`src/rtl/keyframe_position_lerp_assert.svh`:
```
// assertion macros for the keyframe position lerp block
// used by files that need clocked checks on clk with reset arst_n
`ifndef KEYFRAME_POSITION_LERP_ASSERT_SVH
`define KEYFRAME_POSITION_LERP_ASSERT_SVH

// condition that must hold at every clock edge out of reset
`define KPL_ASSERT_ALWAYS(lbl, cond, msg) \
	lbl: assert property (@(posedge clk) disable iff (!arst_n) (cond)) else $error(msg);

// implication whose consequent is checked in the cycle after the antecedent
`define KPL_ASSERT_NEXT(lbl, ante, cons, msg) \
	lbl: assert property (@(posedge clk) disable iff (!arst_n) (ante) |=> (cons)) \
		else $error(msg);

`endif

```
`src/rtl/kpl_pkg.sv`:
```
// shared constants, key and position types for the keyframe position lerp block
// no dependencies
`timescale 1ns / 1ps

package kpl_pkg;

	localparam int MAX_KEYS = 64;
	localparam int IDX_W    = $clog2(MAX_KEYS);
	localparam int CNT_W    = $clog2(MAX_KEYS + 1);
	localparam int FRAME_W  = 16;
	localparam int POS_W    = 32;
	localparam int FRAC_W   = 16;

	localparam logic [1:0] ACT_CLEAR  = 2'd0;
	localparam logic [1:0] ACT_APPEND = 2'd1;
	localparam logic [1:0] ACT_QUERY  = 2'd2;

	localparam logic [1:0] CFG_DEFAULT_X = 2'd0;
	localparam logic [1:0] CFG_DEFAULT_Y = 2'd1;
	localparam logic [1:0] CFG_DEFAULT_Z = 2'd2;

	typedef struct packed {
		logic signed [POS_W-1:0] x;
		logic signed [POS_W-1:0] y;
		logic signed [POS_W-1:0] z;
	} pos_t;

	typedef struct packed {
		logic [FRAME_W-1:0]      frame;
		logic signed [POS_W-1:0] x;
		logic signed [POS_W-1:0] y;
		logic signed [POS_W-1:0] z;
	} key_t;

	function automatic pos_t key_pos(input key_t k);
		pos_t p;
		p.x = k.x;
		p.y = k.y;
		p.z = k.z;
		return p;
	endfunction

endpackage

```
`src/rtl/kpl_lerp_unit.sv`:
```
// shared interpolation unit: serial fraction divider, then per-axis subtract,
// multiply and add on one datapath; depends on kpl_pkg
`timescale 1ns / 1ps

module kpl_lerp_unit import kpl_pkg::*; (
	input  logic               clk,
	input  logic               arst_n,
	input  logic               start,
	input  logic [FRAME_W-1:0] qframe,
	input  key_t               lo,
	input  key_t               hi,
	output logic               done,
	output pos_t               pos
);

	typedef enum logic [4:0] {
		L_IDLE = 5'b00001,
		L_DIV  = 5'b00010,
		L_SUB  = 5'b00100,
		L_MUL  = 5'b01000,
		L_ADD  = 5'b10000
	} lstate_t;

	typedef enum logic [1:0] {
		AX_X = 2'd0,
		AX_Y = 2'd1,
		AX_Z = 2'd2
	} axis_t;

	localparam int STEP_W = $clog2(FRAC_W);
	localparam int PROD_W = POS_W + 1 + FRAC_W + 1;

	lstate_t                  st_q;
	axis_t                    axis_q;
	logic [STEP_W-1:0]        cnt_q;
	logic                     done_q;
	logic [FRAME_W-1:0]       rem_q;
	logic [FRAME_W-1:0]       den_q;
	logic [FRAC_W-1:0]        t_q;
	logic signed [POS_W:0]    diff_q;
	logic signed [PROD_W-1:0] prod_q;
	pos_t                     res_q;

	logic signed [POS_W-1:0] a_sel;
	logic signed [POS_W-1:0] b_sel;
	logic [FRAME_W:0]        r2;
	logic [FRAME_W:0]        r2_sub;
	logic                    ge;
	logic signed [POS_W-1:0] sum;

	always_comb begin
		case (axis_q)
			AX_X: begin
				a_sel = lo.x;
				b_sel = hi.x;
			end
			AX_Y: begin
				a_sel = lo.y;
				b_sel = hi.y;
			end
			AX_Z: begin
				a_sel = lo.z;
				b_sel = hi.z;
			end
			default: begin
				a_sel = lo.x;
				b_sel = hi.x;
			end
		endcase
	end

	assign r2     = {rem_q, 1'b0};
	assign r2_sub = r2 - {1'b0, den_q};
	assign ge     = r2 >= {1'b0, den_q};
	// floor of the product over 2^16 is an arithmetic shift
	assign sum    = a_sel + prod_q[FRAC_W+POS_W-1:FRAC_W];

	always_ff @(posedge clk or negedge arst_n) begin
		if (!arst_n) begin
			st_q   <= L_IDLE;
			axis_q <= AX_X;
			cnt_q  <= '0;
			done_q <= 1'b0;
		end else begin
			done_q <= 1'b0;
			case (st_q)
				L_IDLE: begin
					if (start) begin
						st_q  <= L_DIV;
						cnt_q <= '0;
					end
				end
				L_DIV: begin
					cnt_q <= cnt_q + STEP_W'(1);
					if (cnt_q == STEP_W'(FRAC_W - 1)) begin
						st_q   <= L_SUB;
						axis_q <= AX_X;
					end
				end
				L_SUB: st_q <= L_MUL;
				L_MUL: st_q <= L_ADD;
				L_ADD: begin
					case (axis_q)
						AX_X: begin
							axis_q <= AX_Y;
							st_q   <= L_SUB;
						end
						AX_Y: begin
							axis_q <= AX_Z;
							st_q   <= L_SUB;
						end
						default: begin
							axis_q <= AX_X;
							st_q   <= L_IDLE;
							done_q <= 1'b1;
						end
					endcase
				end
				default: st_q <= L_IDLE;
			endcase
		end
	end

	always_ff @(posedge clk) begin
		case (st_q)
			L_IDLE: begin
				if (start) begin
					rem_q <= qframe - lo.frame;
					den_q <= hi.frame - lo.frame;
					t_q   <= '0;
				end
			end
			L_DIV: begin
				rem_q <= ge ? r2_sub[FRAME_W-1:0] : r2[FRAME_W-1:0];
				t_q   <= {t_q[FRAC_W-2:0], ge};
			end
			L_SUB: diff_q <= {b_sel[POS_W-1], b_sel} - {a_sel[POS_W-1], a_sel};
			L_MUL: prod_q <= diff_q * $signed({1'b0, t_q});
			L_ADD: begin
				case (axis_q)
					AX_X:    res_q.x <= sum;
					AX_Y:    res_q.y <= sum;
					default: res_q.z <= sum;
				endcase
			end
			default: ;
		endcase
	end

	assign done = done_q;
	assign pos  = res_q;

endmodule

```
`config.mk`:
```
export PLATFORM = sky130hd
export DESIGN_NAME = kpl_lerp_unit
export DESIGN_NICKNAME = d
export VERILOG_FILES = /design/src/rtl/keyframe_position_lerp_assert.svh /design/src/rtl/kpl_pkg.sv /design/src/rtl/kpl_lerp_unit.sv
export SDC_FILE = /design/constraint.sdc
export NUM_CORES = 2
export LEC_CHECK = 0
export ABC_CLOCK_PERIOD_IN_PS = 6720
export BUFFER_PORTS_ARGS = -buffer_cell sky130_fd_sc_hd__buf_2
export CAP_MARGIN = 10
export CORE_MARGIN = 5
export CORE_UTILIZATION = 35
export DETAILED_ROUTE_END_ITERATION = 6
export GPL_TIMING_DRIVEN = 0
export PLACE_DENSITY = 0.53
export SLEW_MARGIN = 20
export SYNTH_ARGS = -nofsm -noshare
export SYNTH_HDL_FRONTEND = slang
export SYNTH_SLANG_ARGS = --single-unit
```
`constraint.sdc`:
```
create_clock -name clk -period 6.72 [get_ports clk]
set_input_delay 1.344 -clock clk [delete_from_list [all_inputs] [get_ports clk]]
set_output_delay 1.344 -clock clk [all_outputs]
set_load 0.02 [all_outputs]
```
==> reports/qor.yml <==
start_util_pct: 35.2
max_stage_delay_ns: 0.54
vias: 24863
arrival_ns: 6.83
placed_area_mm2: 0.0349
fin_skew_ns: 0.0349
cp-start-kind: "flop"
cts_inserted_buffers: 27
cp_common_cell: "fa_1"
fmax_mhz: 153
drt_pre_antenna_iters: 6
final_common_cell: "inv_1"
path_cells: "buf_2 > nand2_1 > fa_1 > fa_1 > fa_1 > inv_1 > fa_1 > fa_1 > inv_1 > fa_1 > inv_1 > ha_1 > o211ai_1 > nor2_1 > and3_1 > and4_4 > nor3_4 > o221ai_2 > a221oi_2 > xnor2_1"
yosysUniqueCellTypes: 89
dp_hpwl_mm: 84.9
synth_area_mm2: 0.0316
r2r_cells: 20
clockBufferDepth: 3
cts_tree: "built"
synth_nets: 4300
maxSlewHeadroom_pct: 30.3
design.core.area_mm2: 0.0897
synth_warnings: 0
hold_path.class: "flop to flop"
cts_num_sinks: 221
status: "finished clean"
ant_nets: 0
grt_pass1_wl_mm: 150
dr.first_iter.drc_count: 2077
layout-drive-gt1-share_pct: 15.4
clk_latency_ns: 0.58
worst_pin_slew_ns: 1.05
drcViolationCount: 0
cts.clk_slew.worst_paths_ns: 0.06
die_y_um: 310
wl_per_cell_um: 20.3
slowest_stage: "fa_1"
wl_mm: 101
fin_crit_sh_pct: 97.0
worst_hold_slack_ns: 0.508
drv_slew: 0
reg2reg_slack_ns: 0.20
ys_seq_area_share_pct: 20.8
async_reset_ff_share_pct: 5.43
final_cell_area_mm2: 0.0365
critPathRequiredTime_ns: 7.02
final-setup-viol-count: 0
via_per_inst: 5.01
rsz0062_at_grt: "yes"
yosys_most_used_dff: "edfxtp_1"
die_width_um: 310
worst-setup-path-type: "flop to flop"
synth_edf_count: 209
synth_area_leader_cell: "fa_1"
grt_max_degree: 29
die_area_mm2: 0.0963
grt_overflow: 0
antenna_found_initial: 7
synthTopCellsByArea: "fa_1, edfxtp_1, ha_1"
hold_violations: 0
maxCapViolCount: 0
final_cell_mix: "inv_1, fa_1, nand2_1, buf_2, and2_1"
syn_to_final_growth_pct: 15.6
layout.nets: 4729
ys_seq_elements: 221
root_buffer: "clkbuf_16"
rows: 110
nFillCells: 9177
htree_levels: 1
hold_depth: 1
fin_crit_ns: 6.52
port_buffers: 339
place_congestion: 0.912
postSynthCellCount: 3337
pin_count: 340
cp_max_fo: 10
grt_pass1_vias: 24918
grt_usage_pct: 20.6
synth_top_area_share_pct: 31.3
final_util_pct: 40.7
setup_tns_ns: 0
syn_area_per_cell_um2: 9.46
endpoint_kind: "flop"
-- cells by family after synthesis --
family / after synthesis / share of synthesized area (%)
compound gates: 508 / 10.7
fa+ha+maj: 720 / 40.3
flops: 221 / 20.8
simple gates: 956 / 14.7
buf+inv: 792 / 9.49
mux: 13 / 0.424
xor+xnor: 127 / 3.52
-- synthesized netlist by cell type (20+ instances only) --
library cell,instances
inv_1,656
fa_1,494
nand2_1,373
and2_1,253
ha_1,226
edfxtp_1,209
a21oi_1,174
nor2_1,149
clkbuf_1,123
xnor2_1,88
o21ai_0,69
a22oi_1,65
xor2_1,39
nand3_1,38
a21o_1,34
nor3_1,28
o21a_1,25
and3_1,22
nor2b_1,20
o21bai_1,20
-- worst paths after layout --
path / startpoint / to
max: t_q[3] / prod_q[33]
min: cnt_q[2] / cnt_q[2]
max in group asynchronous: arst_n / st_q[0]
min reg2reg: cnt_q[2] / cnt_q[2]
max reg2reg: t_q[3] / prod_q[33]
min in group asynchronous: arst_n / cnt_q[3]
-- metal layers --
layer / global-route usage, % / vias to the layer above / part of all wire [%]
li1: - / 11536 / -
met1: 28.7 / 12362 / 43
met2: 33.6 / 831 / 47
met3: 3.39 / 134 / 6.9
met4: 5.65 / 0 / 3.1
met5: 0 / - / 0
-- timing repair --
item,4_1_cts,5_1_grt
endpoints found under the setup margin,29,22
gates resized for setup,80,111
pin swaps,1,6
hold buffers,0,0
buffers inserted,13,45
gates cloned,0,0
-- layout make-up --
| type | instances | area [um^2] | area share, % |
|---|---|---|---|
| clock buffer | 32 | 714 | 1.96 |
| antenna | 2 | 5.00 | 0.0137 |
| clock inverter | 18 | 188 | 0.514 |
| buffer | 131 | 701 | 1.92 |
| tap | 1176 | 1470 | 4.03 |
| multi-input combinational | 2324 | 22100 | 60.6 |
| sequential | 221 | 6580 | 18.0 |
| timing repair buffer | 405 | 2250 | 6.18 |
| inverter | 656 | 2460 | 6.74 |
-- state kept, by name, summed over array words and instances (netlist names) --
signal and count:
den_q 16, pos 96, t_q 16, cnt_q 4, diff_q 33, prod_q 32
done 1, st_q 5, axis_q 2, rem_q 16
-- metrics by stage --
stage          setup slack [ns]  cells
2_1_floorplan             0.518   3337
3_3_place_gp             -0.963   4852
3_5_place_dp             -0.972   4860
4_1_cts                 0.00467   4921
5_1_grt                 -0.0164   4964
6_report                  0.199   4965
-- worst max-delay path, delay by kind of cell, from the launching register on --
kind | cells | cell delay, ns
flops | 1 | 0.50
simple gates | 5 | 1.06
compound gates | 3 | 0.71
xor+xnor | 1 | 0.08
buf+inv | 4 | 0.50
fa+ha+maj | 7 | 3.38
Power is not shown: default switching activity piles up to over one toggle a cycle in this logic, so the estimate is an artifact.
